===== src/hdl/dq_pkg.sv =====
// Shared types, constants and helper functions for the double-ended queue.
// Used by every module of the block and by its port checker.
package dq_pkg;

  localparam int DEPTH      = 16;
  localparam int DATA_WIDTH = 32;

  localparam int PTR_W = (DEPTH > 1) ? $clog2(DEPTH) : 1;
  localparam int CNT_W = $clog2(DEPTH + 1);
  localparam int SUM_W = PTR_W + 1;

  localparam int CMD_W    = 3;
  localparam int STATUS_W = 2;

  localparam int IN_TDATA_W  = ((DATA_WIDTH + 7) / 8) * 8;
  localparam int OUT_TDATA_W = ((DATA_WIDTH + CNT_W + 7) / 8) * 8;

  localparam int QDEPTH = 2;
  localparam int QPTR_W = (QDEPTH > 1) ? $clog2(QDEPTH) : 1;
  localparam int QCNT_W = $clog2(QDEPTH + 1);

  localparam logic [CMD_W-1:0] CMD_PUSH_FRONT = 3'd0;
  localparam logic [CMD_W-1:0] CMD_PUSH_REAR  = 3'd1;
  localparam logic [CMD_W-1:0] CMD_POP_FRONT  = 3'd2;
  localparam logic [CMD_W-1:0] CMD_POP_REAR   = 3'd3;
  localparam logic [CMD_W-1:0] CMD_DUMP       = 3'd4;

  localparam logic [STATUS_W-1:0] ST_OK    = 2'd0;
  localparam logic [STATUS_W-1:0] ST_EMPTY = 2'd1;
  localparam logic [STATUS_W-1:0] ST_FULL  = 2'd2;

  typedef logic [PTR_W-1:0] ptr_t;
  typedef logic [CNT_W-1:0] cnt_t;

  typedef enum logic [2:0] {
    OP_PUSH_FRONT,
    OP_PUSH_REAR,
    OP_POP_FRONT,
    OP_POP_REAR,
    OP_DUMP,
    OP_NONE
  } op_t;

  typedef enum logic [1:0] {
    BK_IDLE,
    BK_POP,
    BK_DUMP
  } back_state_t;

  typedef struct packed {
    op_t                          op;
    logic signed [DATA_WIDTH-1:0] value;
  } req_t;

  function automatic op_t classify(input logic [CMD_W-1:0] cmd);
    op_t op;
    unique case (cmd)
      CMD_PUSH_FRONT: op = OP_PUSH_FRONT;
      CMD_PUSH_REAR:  op = OP_PUSH_REAR;
      CMD_POP_FRONT:  op = OP_POP_FRONT;
      CMD_POP_REAR:   op = OP_POP_REAR;
      CMD_DUMP:       op = OP_DUMP;
      default:        op = OP_NONE;
    endcase
    return op;
  endfunction

  function automatic ptr_t ring_add(input ptr_t base, input cnt_t off);
    logic [SUM_W-1:0] sum;
    sum = SUM_W'(base) + SUM_W'(off);
    if (sum >= SUM_W'(DEPTH)) begin
      sum = sum - SUM_W'(DEPTH);
    end
    return sum[PTR_W-1:0];
  endfunction

endpackage


===== src/hdl/double_ended_queue.sv =====
// Bounded double-ended queue of 16 words held in a ring store.
// Each request carries one command (push front, push rear, pop front, pop rear,
// dump) and gives one result, or one result per entry for a dump of a
// non-empty queue, with tlast on the final result. A push, a full or empty
// case and an unknown command load the result directly; a pop first reads the
// ring store, which has a registered read port; a dump makes one store read per
// entry. The first result passes through the input register, the two-entry
// request queue and the result register, and for a pop also the store read
// register. The front keeps taking requests while the back works or the result
// waits, until the request queue and the input register are full. The store
// needs no clearing after reset.
module double_ended_queue (
  input  logic                           clk,
  input  logic                           rst,
  input  logic                           s_tvalid,
  output logic                           s_tready,
  input  logic [dq_pkg::IN_TDATA_W-1:0]  s_tdata,  // [31:0] value_in
  input  logic [dq_pkg::CMD_W-1:0]       s_tuser,  // [2:0] cmd
  output logic                           m_tvalid,
  input  logic                           m_tready,
  output logic [dq_pkg::OUT_TDATA_W-1:0] m_tdata,  // [31:0] value_out, [36:32] occupancy
  output logic [dq_pkg::STATUS_W-1:0]    m_tuser,  // [1:0] status
  output logic                           m_tlast
);
  import dq_pkg::*;

  logic q_wr_valid;
  logic q_wr_ready;
  req_t q_wr_req;
  logic q_rd_valid;
  logic q_rd_ready;
  req_t q_rd_req;

  dq_front u_front (
    .clk        (clk),
    .rst        (rst),
    .s_tvalid   (s_tvalid),
    .s_tready   (s_tready),
    .s_tdata    (s_tdata),
    .s_tuser    (s_tuser),
    .q_wr_valid (q_wr_valid),
    .q_wr_ready (q_wr_ready),
    .q_wr_req   (q_wr_req)
  );

  dq_req_queue u_queue (
    .clk      (clk),
    .rst      (rst),
    .wr_valid (q_wr_valid),
    .wr_ready (q_wr_ready),
    .wr_req   (q_wr_req),
    .rd_valid (q_rd_valid),
    .rd_ready (q_rd_ready),
    .rd_req   (q_rd_req)
  );

  dq_back u_back (
    .clk        (clk),
    .rst        (rst),
    .q_rd_valid (q_rd_valid),
    .q_rd_ready (q_rd_ready),
    .q_rd_req   (q_rd_req),
    .m_tvalid   (m_tvalid),
    .m_tready   (m_tready),
    .m_tdata    (m_tdata),
    .m_tuser    (m_tuser),
    .m_tlast    (m_tlast)
  );

endmodule


===== src/hdl/dq_front.sv =====
// Front part of the double-ended queue: accepts requests and classifies them.
// Depends on dq_pkg for the request type and the command decoder.
module dq_front (
  input  logic                       clk,
  input  logic                       rst,
  input  logic                       s_tvalid,
  output logic                       s_tready,
  input  logic [dq_pkg::IN_TDATA_W-1:0] s_tdata,  // [31:0] value_in
  input  logic [dq_pkg::CMD_W-1:0]   s_tuser,     // [2:0] cmd
  output logic                       q_wr_valid,
  input  logic                       q_wr_ready,
  output dq_pkg::req_t               q_wr_req
);
  import dq_pkg::*;

  logic held_valid;
  req_t held_req;
  logic accept;

  assign s_tready   = !held_valid || q_wr_ready;
  assign accept     = s_tvalid && s_tready;
  assign q_wr_valid = held_valid;
  assign q_wr_req   = held_req;

  always_ff @(posedge clk) begin
    if (rst) begin
      held_valid <= 1'b0;
    end else if (accept) begin
      held_valid <= 1'b1;
    end else if (q_wr_ready) begin
      held_valid <= 1'b0;
    end
  end

  always_ff @(posedge clk) begin
    if (accept) begin
      held_req.op    <= classify(s_tuser);
      held_req.value <= s_tdata[DATA_WIDTH-1:0];
    end
  end

endmodule


===== src/hdl/dq_req_queue.sv =====
// Short request queue between the front and back parts of the double-ended queue.
// Depends on dq_pkg for the request type and the queue depth.
module dq_req_queue (
  input  logic         clk,
  input  logic         rst,
  input  logic         wr_valid,
  output logic         wr_ready,
  input  dq_pkg::req_t wr_req,
  output logic         rd_valid,
  input  logic         rd_ready,
  output dq_pkg::req_t rd_req
);
  import dq_pkg::*;

  req_t              slots [QDEPTH];
  logic [QPTR_W-1:0] wr_ptr;
  logic [QPTR_W-1:0] rd_ptr;
  logic [QCNT_W-1:0] fill;
  logic              do_wr;
  logic              do_rd;

  assign wr_ready = (fill != QCNT_W'(QDEPTH));
  assign rd_valid = (fill != '0);
  assign rd_req   = slots[rd_ptr];
  assign do_wr    = wr_valid && wr_ready;
  assign do_rd    = rd_valid && rd_ready;

  always_ff @(posedge clk) begin
    if (rst) begin
      wr_ptr <= '0;
      rd_ptr <= '0;
      fill   <= '0;
    end else begin
      if (do_wr) begin
        wr_ptr <= (wr_ptr == QPTR_W'(QDEPTH - 1)) ? '0 : wr_ptr + 1'b1;
      end
      if (do_rd) begin
        rd_ptr <= (rd_ptr == QPTR_W'(QDEPTH - 1)) ? '0 : rd_ptr + 1'b1;
      end
      if (do_wr && !do_rd) begin
        fill <= fill + 1'b1;
      end else if (do_rd && !do_wr) begin
        fill <= fill - 1'b1;
      end
    end
  end

  always_ff @(posedge clk) begin
    if (do_wr) begin
      slots[wr_ptr] <= wr_req;
    end
  end

endmodule


===== src/hdl/dq_back.sv =====
// Back part of the double-ended queue: ring store, pointers, dump sequencer
// and the result register. Depends on dq_pkg.
module dq_back (
  input  logic                           clk,
  input  logic                           rst,
  input  logic                           q_rd_valid,
  output logic                           q_rd_ready,
  input  dq_pkg::req_t                   q_rd_req,
  output logic                           m_tvalid,
  input  logic                           m_tready,
  output logic [dq_pkg::OUT_TDATA_W-1:0] m_tdata,
  output logic [dq_pkg::STATUS_W-1:0]    m_tuser,
  output logic                           m_tlast
);
  import dq_pkg::*;

  logic signed [DATA_WIDTH-1:0] mem [DEPTH];
  logic signed [DATA_WIDTH-1:0] rd_data;

  back_state_t state;
  back_state_t state_next;
  ptr_t        front_idx;
  ptr_t        front_idx_next;
  cnt_t        count;
  cnt_t        count_next;
  cnt_t        dump_i;
  cnt_t        dump_i_next;

  logic                         wr_en;
  ptr_t                         wr_addr;
  logic                         rd_en;
  ptr_t                         rd_addr;
  logic                         load;
  logic [STATUS_W-1:0]          ld_status;
  logic signed [DATA_WIDTH-1:0] ld_value;
  cnt_t                         ld_occ;
  logic                         ld_last;
  logic                         slot_free;
  logic                         full;
  logic                         empty;
  ptr_t                         front_dec;

  logic signed [DATA_WIDTH-1:0] out_value;
  cnt_t                         out_occ;

  assign slot_free = !m_tvalid || m_tready;
  assign full      = (count == CNT_W'(DEPTH));
  assign empty     = (count == '0);
  assign front_dec = (front_idx == '0) ? PTR_W'(DEPTH - 1) : front_idx - 1'b1;
  assign m_tdata   = OUT_TDATA_W'({out_occ, out_value});

  always_comb begin
    state_next     = state;
    front_idx_next = front_idx;
    count_next     = count;
    dump_i_next    = dump_i;
    q_rd_ready     = 1'b0;
    wr_en          = 1'b0;
    wr_addr        = front_dec;
    rd_en          = 1'b0;
    rd_addr        = front_idx;
    load           = 1'b0;
    ld_status      = ST_OK;
    ld_value       = '0;
    ld_occ         = count;
    ld_last        = 1'b1;
    unique case (state)
      BK_IDLE: begin
        if (q_rd_valid && slot_free) begin
          q_rd_ready = 1'b1;
          unique case (q_rd_req.op)
            OP_PUSH_FRONT, OP_PUSH_REAR: begin
              load = 1'b1;
              if (full) begin
                ld_status = ST_FULL;
              end else begin
                wr_en      = 1'b1;
                count_next = count + 1'b1;
                ld_occ     = count + 1'b1;
                if (q_rd_req.op == OP_PUSH_FRONT) begin
                  front_idx_next = front_dec;
                end else begin
                  wr_addr = ring_add(front_idx, count);
                end
              end
            end
            OP_POP_FRONT, OP_POP_REAR: begin
              if (empty) begin
                load      = 1'b1;
                ld_status = ST_EMPTY;
              end else begin
                rd_en      = 1'b1;
                count_next = count - 1'b1;
                state_next = BK_POP;
                if (q_rd_req.op == OP_POP_FRONT) begin
                  front_idx_next = ring_add(front_idx, CNT_W'(1));
                end else begin
                  rd_addr = ring_add(front_idx, count - 1'b1);
                end
              end
            end
            OP_DUMP: begin
              if (empty) begin
                load      = 1'b1;
                ld_status = ST_EMPTY;
              end else begin
                rd_en       = 1'b1;
                dump_i_next = '0;
                state_next  = BK_DUMP;
              end
            end
            default: begin
              load = 1'b1;
            end
          endcase
        end
      end
      BK_POP: begin
        if (slot_free) begin
          load       = 1'b1;
          ld_value   = rd_data;
          state_next = BK_IDLE;
        end
      end
      BK_DUMP: begin
        if (slot_free) begin
          load     = 1'b1;
          ld_value = rd_data;
          ld_last  = (dump_i + 1'b1 == count);
          if (ld_last) begin
            state_next = BK_IDLE;
          end else begin
            dump_i_next = dump_i + 1'b1;
            rd_en       = 1'b1;
            rd_addr     = ring_add(front_idx, dump_i + 1'b1);
          end
        end
      end
      default: begin
        state_next = BK_IDLE;
      end
    endcase
  end

  always_ff @(posedge clk) begin
    if (rst) begin
      state     <= BK_IDLE;
      front_idx <= '0;
      count     <= '0;
      dump_i    <= '0;
      m_tvalid  <= 1'b0;
    end else begin
      state     <= state_next;
      front_idx <= front_idx_next;
      count     <= count_next;
      dump_i    <= dump_i_next;
      if (load) begin
        m_tvalid <= 1'b1;
      end else if (m_tready) begin
        m_tvalid <= 1'b0;
      end
    end
  end

  always_ff @(posedge clk) begin
    if (load) begin
      m_tuser   <= ld_status;
      out_value <= ld_value;
      out_occ   <= ld_occ;
      m_tlast   <= ld_last;
    end
  end

  always_ff @(posedge clk) begin
    if (wr_en) begin
      mem[wr_addr] <= q_rd_req.value;
    end
  end

  always_ff @(posedge clk) begin
    if (rd_en) begin
      rd_data <= mem[rd_addr];
    end
  end

endmodule


===== config.mk =====
export PLATFORM = sky130hd
export DESIGN_NAME = double_ended_queue
export DESIGN_NICKNAME = d
export VERILOG_FILES = /design/src/hdl/dq_pkg.sv /design/src/hdl/double_ended_queue.sv /design/src/hdl/dq_front.sv /design/src/hdl/dq_req_queue.sv /design/src/hdl/dq_back.sv
export SDC_FILE = /design/constraint.sdc
export NUM_CORES = 1
export LEC_CHECK = 0
export ABC_CLOCK_PERIOD_IN_PS = 4700
export BUFFER_PORTS_ARGS = -buffer_cell sky130_fd_sc_hd__buf_2
export CORE_ASPECT_RATIO = 1.2
export CORE_MARGIN = 1.5
export CORE_UTILIZATION = 40
export DETAILED_ROUTE_END_ITERATION = 10
export GPL_ROUTABILITY_DRIVEN = 0
export PLACE_DENSITY = 0.68
export SYNTH_ARGS = -nofsm -noshare
export SYNTH_HDL_FRONTEND = slang
export SYNTH_SLANG_ARGS = --single-unit
export TNS_END_PERCENT = 1

===== constraint.sdc =====
create_clock -name clk -period 4.7 [get_ports clk]
set_clock_uncertainty 0.1 [all_clocks]
set_input_delay 0.94 -clock clk [delete_from_list [all_inputs] [get_ports clk]]
set_output_delay 0.94 -clock clk [all_outputs]
set_load 0.01 [all_outputs]

==> flow_summary.ini, run 1 <==
[die]
die_y_microns = 292
fp.dieW_microns = 244
start_util = 0.406
rows = 105
die_area_sq_um = 71200
core_sq_um = 68600
pin_count = 84

[worst_setup_path]
reg2reg_slack_ns = 0.35
crit_required_ns = 5.06
r2r_cells = 14
regToRegStartpoint = u_back.count[0]
critical_path.max_fanout = 24
critPathLaunchType = flip-flop
crit_chain = inv_1, ha_1, inv_1, ha_1, a21o_1, a21oi_1, xnor2_1, nor2_1, o41ai_4, and2_2, buf_4, nand2_1, o2111ai_1, and4_1
arrival_ns = 4.72
reg2reg_to = u_back.rd_data[22]
cp_slowest_cell = o41ai_4
critical_path.endpoint_type = flip-flop
path_class = reg2reg
startpoint = u_back.count[0]
slowest_delay_ns = 0.66

[final_layout]
antenna_cells = 0
nNetsFinal = 1890
layout_common_cells = edfxtp_1 (689), nand2_1 (282), mux2i_1 (131)
fin_util = 0.468
drive_gt1_frac = 0.162
syn_to_final_growth_pct = 15.4
n_fill_cell = 5717
final_common_cell = edfxtp_1
layout.cells.non_filler = 2789

[outcome]
status = finished, final reports clean

[route]
vias_per_cell = 5.51
drt_iter0_drc = 1386
drc = 0
ant_nets = 0
met1Wirelength_mm = 25.2
top_layer_used = met4
vias = 15400
drt-pass1-iter-count = 5
post_drt_wl_per_cell_microns = 22.9
wirelength_mm = 63.8
wl_met3_mm = 3.99
met2_length_mm = 32.6

[timing]
min_period_over_period = 0.926
tightest_slew_ns = 1.19
final-hold-violation-count = 0
max_freq_mhz = 230
holdWs_ns = 0.343
finalMaxSlewViolations = 0
slew_headroom = 0.209
setup-tns-final_ns = 0
period_needed_ns = 4.35
setup_viol = 0
rsz0062_at_grt = false

[synth]
synth_edf_count = 689
yosys_warnings = 0
synth.cell_area_sq_um = 27800
yosysUniqueCellTypes = 65
yosysSeqAreaShare = 0.760
synth_flop_cell = edfxtp_1
synthArstFlopShare = 0
synth_seq_cells = 712
syn-instance-count = 1711
avgSynthCellArea_sq_um = 16.3

[hold_path]
hp-class = reg2reg
min_to = u_queue.slots[0][0]
hold_depth = 0
min_from = u_front.q_wr_req[0]

[clock_tree]
root_buffer = clkbuf_16
cts_tree = built
ctsHoldBuffers = 0
cts_max_path_buffers = 3
cts.reportedPaths.clkPinSlew_ns = 0.06
clk_latency_ns = 0.61
numCtsBuffers = 69
cts_max_level = 3
cts_sinks = 712
cts_resized = 0
postCtsSetupBuffers = 0

[place]
dpl.cell_count = 2665
io_buffers = 80
hpwl_mm = 35.3

[global_route]
grt_usage = 0.180
antenna_found_initial = 0
grt_pass1_vias = 15900
grt_max_degree = 63
gr-total-overflow = 0
grt_pass1_wl_mm = 96.2

[power]
p_per_area_nw_per_um2 = 554
ir_drop_uv = 260
finalPower_mw = 17.8
p_leak_nw = 11.4

[job]
cap_violations = 0
## state kept, by name (all words and copies together) (netlist names), 4 cells and up, named ones only
signal            flops
u_back.front_idx      4
u_back.rd_data       32
u_back.mem          512
u_front.q_wr_req     35
u_back.out_value     32
u_back.count          5
u_back.dump_i         5
u_queue.slots        70
u_back.out_occ        5
## worst max-delay path by stage
stage | slack (ns) | endpoint | depth (start not counted)
after floorplan | 0.21 | u_back.mem[10][0] | 9
after global placement | 0.49 | u_back.rd_data[19] | 14
after detailed placement | 0.38 | u_back.rd_data[11] | 10
after CTS | 0.35 | u_back.rd_data[11] | 10
after global routing | 0.14 | u_back.rd_data[22] | 14
final | 0.35 | u_back.rd_data[22] | 14
## worst max-delay path, delay by kind of cell (launching register included)
family	cells	cell delay (ns)
AO/OA/AOI/OAI	4	1.12
XOR/XNOR	1	0.18
adder cells (fa/ha/maj)	2	0.64
buffers and inverters	3	0.63
flip-flops	1	0.57
AND/OR/NAND/NOR	4	0.94
## layout make-up
type,instances,area [sq um],share of cell area
sequential,712,21200,0.659
multi-input combinational,888,6300,0.196
clock buffer,86,1850,0.0578
timing repair buffer,137,1150,0.0359
tap,909,1140,0.0354
clock inverter,38,439,0.0137
inverter,19,71.3,0.00222
## per-stage QoR
step / area [sq um] / worst slack, ns
finish: 32100 / 0.349
global placement: 29800 / 0.490
detailed placement: 29800 / 0.381
CTS: 32100 / 0.352
global route: 32100 / 0.141
floorplan: 27800 / 0.209
## report_power, final
part	internal [mW]	leakage [nW]	switching, mW
clock	3.31	1.10	2.30
combinational	1.21	3.86	2.77
sequential	8.03	6.45	0.166
total	12.5	11.4	5.23
## routing by layer
metal,global-route usage,vias up
met4,0.0759,0
li1,-,6867
met5,0,-
met3,0.0279,131
met1,0.221,7773
met2,0.316,594
## cells by family (layout without fill, tap and decap cells)
| group | after synthesis | after routing | share of synthesized area |
|---|---|---|---|
| multiplexers | 164 | 164 | 0.0605 |
| AND/OR/NAND/NOR | 457 | 457 | 0.0762 |
| XOR/XNOR | 30 | 30 | 0.00998 |
| other | 1 | 3 | 0.000135 |
| buffers and inverters | 113 | 280 | 0.0207 |
| adder cells (fa/ha/maj) | 24 | 24 | 0.0116 |
| AO/OA/AOI/OAI | 210 | 210 | 0.0610 |
| flip-flops | 712 | 712 | 0.760 |
## Yosys cell counts (4+ instances only)
master / n / share of area
edfxtp_1: 689 / 0.74
nand2_1: 282 / 0.038
mux2i_1: 131 / 0.047
o2111ai_1: 124 / 0.039
nor2_1: 53 / 0.0071
and3_1: 40 / 0.0090
clkbuf_1: 40 / 0.0054
mux2_2: 33 / 0.013
and4_1: 31 / 0.0098
buf_2: 31 / 0.0056
a21oi_1: 28 / 0.0050
dfxtp_1: 23 / 0.017
ha_1: 21 / 0.0094
xnor2_1: 20 / 0.0063
inv_1: 19 / 0.0026
o21ai_0: 16 / 0.0029
buf_6: 12 / 0.0049
nand3_1: 9 / 0.0016
xor2_1: 9 / 0.0028
nand2b_1: 8 / 0.0018
a21o_1: 7 / 0.0019
and2_1: 6 / 0.0013
buf_4: 6 / 0.0016
buf_1: 5 / 0.00067
or3_1: 5 / 0.0011
nor3_1: 4 / 0.00072
o31ai_1: 4 / 0.0011
Note: power is estimated with default switching activity, not from simulation.
==> run 2: changes to the inputs <==
--- a/config.mk
+++ b/config.mk
@@ -5,14 +5,15 @@
 export SDC_FILE = /design/constraint.sdc
 export NUM_CORES = 1
 export LEC_CHECK = 0
-export ABC_CLOCK_PERIOD_IN_PS = 4700
+export ABC_CLOCK_PERIOD_IN_PS = 4080
 export BUFFER_PORTS_ARGS = -buffer_cell sky130_fd_sc_hd__buf_2
-export CORE_ASPECT_RATIO = 1.2
+export CORE_ASPECT_RATIO = 0.6
 export CORE_MARGIN = 1.5
 export CORE_UTILIZATION = 40
 export DETAILED_ROUTE_END_ITERATION = 10
 export GPL_ROUTABILITY_DRIVEN = 0
-export PLACE_DENSITY = 0.68
+export PLACE_DENSITY = 0.66
+export SLEW_MARGIN = 20
 export SYNTH_ARGS = -nofsm -noshare
 export SYNTH_HDL_FRONTEND = slang
 export SYNTH_SLANG_ARGS = --single-unit
==> constraint.sdc (replaced) <==
create_clock -name clk -period 4.08 [get_ports clk]
set_clock_uncertainty 0.1 [all_clocks]
set_input_delay 0.816 -clock clk [delete_from_list [all_inputs] [get_ports clk]]
set_output_delay 0.816 -clock clk [all_outputs]
set_load 0.01 [all_outputs]
==> run 2 against run 1 <==
Against the previous run: first-iteration DRC count is 35% higher; maximum frequency up 14%; wire length grew 6.0%; highest routed layer is now met5; critical endpoint is now u_back.rd_data[21].
==> flow_summary.ini, run 2 (same netlist as run 1, synthesis figures left out) <==
[place]
hpwl_mm = 38.4
io_buffers = 80
place_ws_ns = 0.192

[global_route]
grt_max_degree = 63
antenna_found_initial = 0
gr-total-overflow = 0
grt_pass1_wl_mm = 99.9
grt_usage = 0.189
grt_pass1_vias = 15300

[final_layout]
antenna_cells = 0
largest_reg_flops = 512
n_fill_cell = 5675
nNetsFinal = 1900
syn_to_final_growth_pct = 14.8
regArea_sq_um = 21200
layout_common_cells = edfxtp_1 (689), nand2_1 (282), mux2i_1 (131)
final_common_cell = edfxtp_1
regMostFlops = u_back.mem
multi_input_area_sq_um = 6300
drive_gt1_frac = 0.167

[power]
p_per_area_nw_per_um2 = 628
finalPower_mw = 20.1
p_leak_nw = 11.4
ir_drop_uv = 453

[route]
vias_per_cell = 5.55
drt-pass1-iter-count = 5
vias = 15500
post_drt_wl_per_cell_microns = 24.2
drt_iter0_drc = 1866
ant_nets = 0
drc = 0
wirelength_mm = 67.6

[clock_tree]
cts_resized = 0
cts.reportedPaths.clkPinSlew_ns = 0.07
cts_max_level = 2
cts_sinks = 712
ctsHoldBuffers = 0
cts_tree = built
clk_latency_ns = 0.63
numCtsBuffers = 61
cts_max_path_buffers = 3
root_buffer = clkbuf_16
postCtsSetupBuffers = 0

[die]
pin_count = 84
rows = 74
start_util = 0.407
die_area_sq_um = 71200
fp.dieW_microns = 344
die_y_microns = 207
core_sq_um = 68400

[worst_setup_path]
critical_path_buf_inv_count = 4
critical_path.max_fanout = 48
cp_slowest_cell = o41ai_4
crit_family = compound AO/OA/AOI/OAI gates
crit_required_ns = 4.35
slowest_delay_ns = 0.39
arrival_ns = 4.09
path_class = reg2reg
critPathLaunchType = flip-flop
critical_path.endpoint_type = flip-flop
crit_chain = inv_1, ha_1, inv_1, ha_1, a21o_1, a21oi_1, xnor2_1, nor2_1, o41ai_4, buf_12, buf_12, mux2i_1, o2111ai_1, and4_1

[outcome]
status = finished, final reports clean

[timing]
min_period_over_period = 0.935
finalMaxSlewViolations = 0
max_freq_mhz = 262
setup_viol = 0
rsz0062_at_grt = false
fin_ws_ns = 0.263
setup-tns-final_ns = 0
period_needed_ns = 3.82
slew_headroom = 0.254
tightest_slew_ns = 1.11
final-hold-violation-count = 0

[hold_path]
hp-class = in2reg

[job]
cap_violations = 0
run 2: cell count changes in the layout (fill, tap and decap cells not counted), moves of 2 or more:
cell,change
clkbuf_16,-11
clkinv_2,+4
clkbuf_1,-5
clkinv_1,+2
buf_4,+18
run 2: worst paths after layout:
path	from	end	slack, ns	cells past startpoint
setup / recovery	u_back.count[0]	u_back.rd_data[21]	0.26	14
hold / removal	s_tdata[9]	u_front.q_wr_req[9]	0.26	1
setup reg to reg	u_back.count[0]	u_back.rd_data[21]	0.26	14
hold reg to reg	u_front.q_wr_req[24]	u_queue.slots[0][24]	0.35	0
run 2: per-layer routing:
layer  track usage  share of wire  vias up
met1         0.286           0.45     7873
met4        0.0400          0.016        2
met5       0.00470        0.00081        -
met3        0.0429          0.091       84
li1              -              -     6880
met2         0.279           0.44      698
run 2: layout make-up:
cell class                 instances  area share
multi-input combinational        888       0.197
timing repair buffer             155      0.0401
clock inverter                    43      0.0139
inverter                          19     0.00223
sequential                       712       0.662
clock buffer                      70      0.0488
tap                              912      0.0357
run 2: metrics by stage:
step | instances | hold WS, ns | instance area (sq um) | utilization
5_1_grt | 2799 | 0.234 | 31900 | 0.467
3_3_place_gp | 2686 | 0.322 | 29900 | 0.438
4_1_cts | 2799 | 0.231 | 31900 | 0.467
3_5_place_dp | 2686 | 0.332 | 29900 | 0.438
6_report | 2799 | 0.259 | 31900 | 0.467
2_1_floorplan | 1713 | 0.321 | 27800 | -
run 2: report_power, final:
part / switching, mW / total [mW] / leakage, nW / internal, mW
registers: 0.180 / 9.43 / 6.45 / 9.25
clock network: 2.62 / 5.88 / 0.973 / 3.26
logic: 3.32 / 4.77 / 3.95 / 1.45
total: 6.12 / 20.1 / 11.4 / 14.0
==> run 3: changes to the inputs <==
--- a/config.mk
+++ b/config.mk
@@ -6,7 +6,7 @@
 export NUM_CORES = 1
 export LEC_CHECK = 0
 export ABC_CLOCK_PERIOD_IN_PS = 4080
-export BUFFER_PORTS_ARGS = -buffer_cell sky130_fd_sc_hd__buf_2
+export BUFFER_PORTS_ARGS = -buffer_cell sky130_fd_sc_hd__buf_4
 export CORE_ASPECT_RATIO = 0.6
 export CORE_MARGIN = 1.5
 export CORE_UTILIZATION = 40
==> run 3 against run 2 <==
Against the previous run: design area is 0.96% higher; power grew 0.89%; via count up 0.68%; worst setup slack got worse by 0.020 ns; critical path type unchanged; combinational power rose by 4.8%; worst hold slack improved by 0.0022 ns; non-clock buffer count up 6; cell count grew 0.18%; maximum frequency decreased by 0.53%; critical path depth did not move; clock power shrank 1%; sequential power is essentially flat.
==> flow_summary.ini, run 3 (same netlist as run 1, synthesis figures left out) <==
[place]
hpwl_mm = 39.5
dpl_cell_area_sq_um = 30300
dpl.cell_count = 2692
io_buffers = 80
place_ws_ns = 0.255

[job]
cap_violations = 0

[worst_setup_path]
critPathLaunchType = flip-flop
critical_path.endpoint_type = flip-flop
arrival_ns = 4.11
r2r_cells = 14
path_class = reg2reg
reg2reg_slack_ns = 0.24
regToRegStartpoint = u_back.count[0]
reg2reg_to = u_back.rd_data[16]
critical_path.max_fanout = 35
crit_required_ns = 4.35

[power]
swShare = 0.304
p_per_area_nw_per_um2 = 628
p_leak_nw = 11.5
finalPower_mw = 20.3
switchingPower_mw = 6.15
p_comb_frac = 0.247
ir_drop_uv = 359
p_int_mw = 14.1
seqPwrFrac = 0.466
p_clk_frac = 0.287

[timing]
rsz0062_at_grt = false
min_period_over_period = 0.940
max_freq_mhz = 261
setup_viol = 0
slew_headroom = 0.322
setup-tns-final_ns = 0
final-hold-violation-count = 0
period_needed_ns = 3.84
finalMaxSlewViolations = 0
tightest_slew_ns = 1.01
fin_ws_ns = 0.243
holdWs_ns = 0.262

[final_layout]
final_common_cell = edfxtp_1
fin_util = 0.471
layout.cells.non_filler = 2804
antenna_cells = 0
layout_common_cells = edfxtp_1 (689), nand2_1 (282), mux2i_1 (131)
fin_area_sq_um = 32300
syn_to_final_growth_pct = 15.9
regMostFlops = u_back.mem
drive_gt1_frac = 0.170
nNetsFinal = 1906
largest_reg_flops = 512
n_fill_cell = 5714

[global_route]
gr-total-overflow = 0
grt_max_degree = 40
grt_pass1_wl_mm = 102
grt_usage = 0.194
antenna_found_initial = 2
grt_pass1_vias = 15500

[clock_tree]
ctsHoldBuffers = 0
cts_max_level = 2
cts_tree = built
root_buffer = clkbuf_16
numCtsBuffers = 61
cts.reportedPaths.clkPinSlew_ns = 0.07
cts_sinks = 712
clk_latency_ns = 0.62
cts_max_path_buffers = 3

[route]
vias_per_cell = 5.58
drt_iter0_drc = 1959
drc = 0
ant_nets = 0
drt-pass1-iter-count = 7
post_drt_wl_per_cell_microns = 24.8
wirelength_mm = 69.5
vias = 15600

[outcome]
status = finished, final reports clean

[die]
rows = 74
pin_count = 84
core_sq_um = 68400
start_util = 0.407
die_y_microns = 207
fp.dieW_microns = 344
die_area_sq_um = 71200

[hold_path]
min_from = s_tdata[5]
min_to = u_front.q_wr_req[5]
hp-class = in2reg
hold_depth = 1
-- run 3: critical path, stage by stage, from the launching register on --
cell and delay, ns:
dfxtp_1 0.33, inv_1 0.08, ha_1 0.33, inv_1 0.08
ha_1 0.27, a21o_1 0.17, a21oi_1 0.17, xnor2_1 0.21
nor2_1 0.12, o41ai_4 0.40, buf_12 0.28, buf_12 0.31
mux2i_1 0.29, o2111ai_1 0.18, and4_1 0.22
-- run 3: final cells by class --
class / count / area (sq um) / share of cell area
sequential: 712 / 21200 / 0.656
multi-input combinational: 888 / 6300 / 0.195
clock buffer: 77 / 1640 / 0.0508
timing repair buffer: 161 / 1610 / 0.0499
tap: 912 / 1140 / 0.0354
clock inverter: 35 / 335 / 0.0104
inverter: 19 / 71.3 / 0.00221
-- run 3: what timing repair did --
| item | CTS | global route |
|---|---|---|
| buffers inserted | 0 | 0 |
| resized for setup | 0 | 1 |
| setup endpoints to repair | 0 | 1 |
-- run 3: worst max path at each step --
stage               slack [ns]             from  cells after the start                 end
floorplan                -0.29         m_tready                      9   u_back.mem[10][0]
global placement          0.31         m_tready                      9   u_back.rd_data[6]
detailed placement        0.26         m_tready                      9   u_back.rd_data[8]
CTS                       0.21  u_back.count[0]                     14   u_back.rd_data[9]
global route              0.04  u_back.count[0]                     14   u_back.rd_data[9]
finish                    0.24  u_back.count[0]                     14  u_back.rd_data[16]
-- run 3: power by group through the flow --
stage                     clock network (mW)  registers [mW]  logic [mW]
after floorplan                            0            9.67        2.69
after global placement                     0            9.59        4.87
final                                   5.81            9.45        5.00
after global routing                    6.18            9.49        5.37
after detailed placement                   0            9.60        4.97
after CTS                               5.91            9.45        4.99
-- run 3: metal layers --
layer | vias to the layer above | GRT usage | wire, microns
met3 | 81 | 0.0340 | 6220
met1 | 7944 | 0.293 | 31200
met2 | 723 | 0.295 | 30900
met4 | 0 | 0.0354 | 1160
li1 | 6894 | - | -
met5 | - | 0.00202 | 0
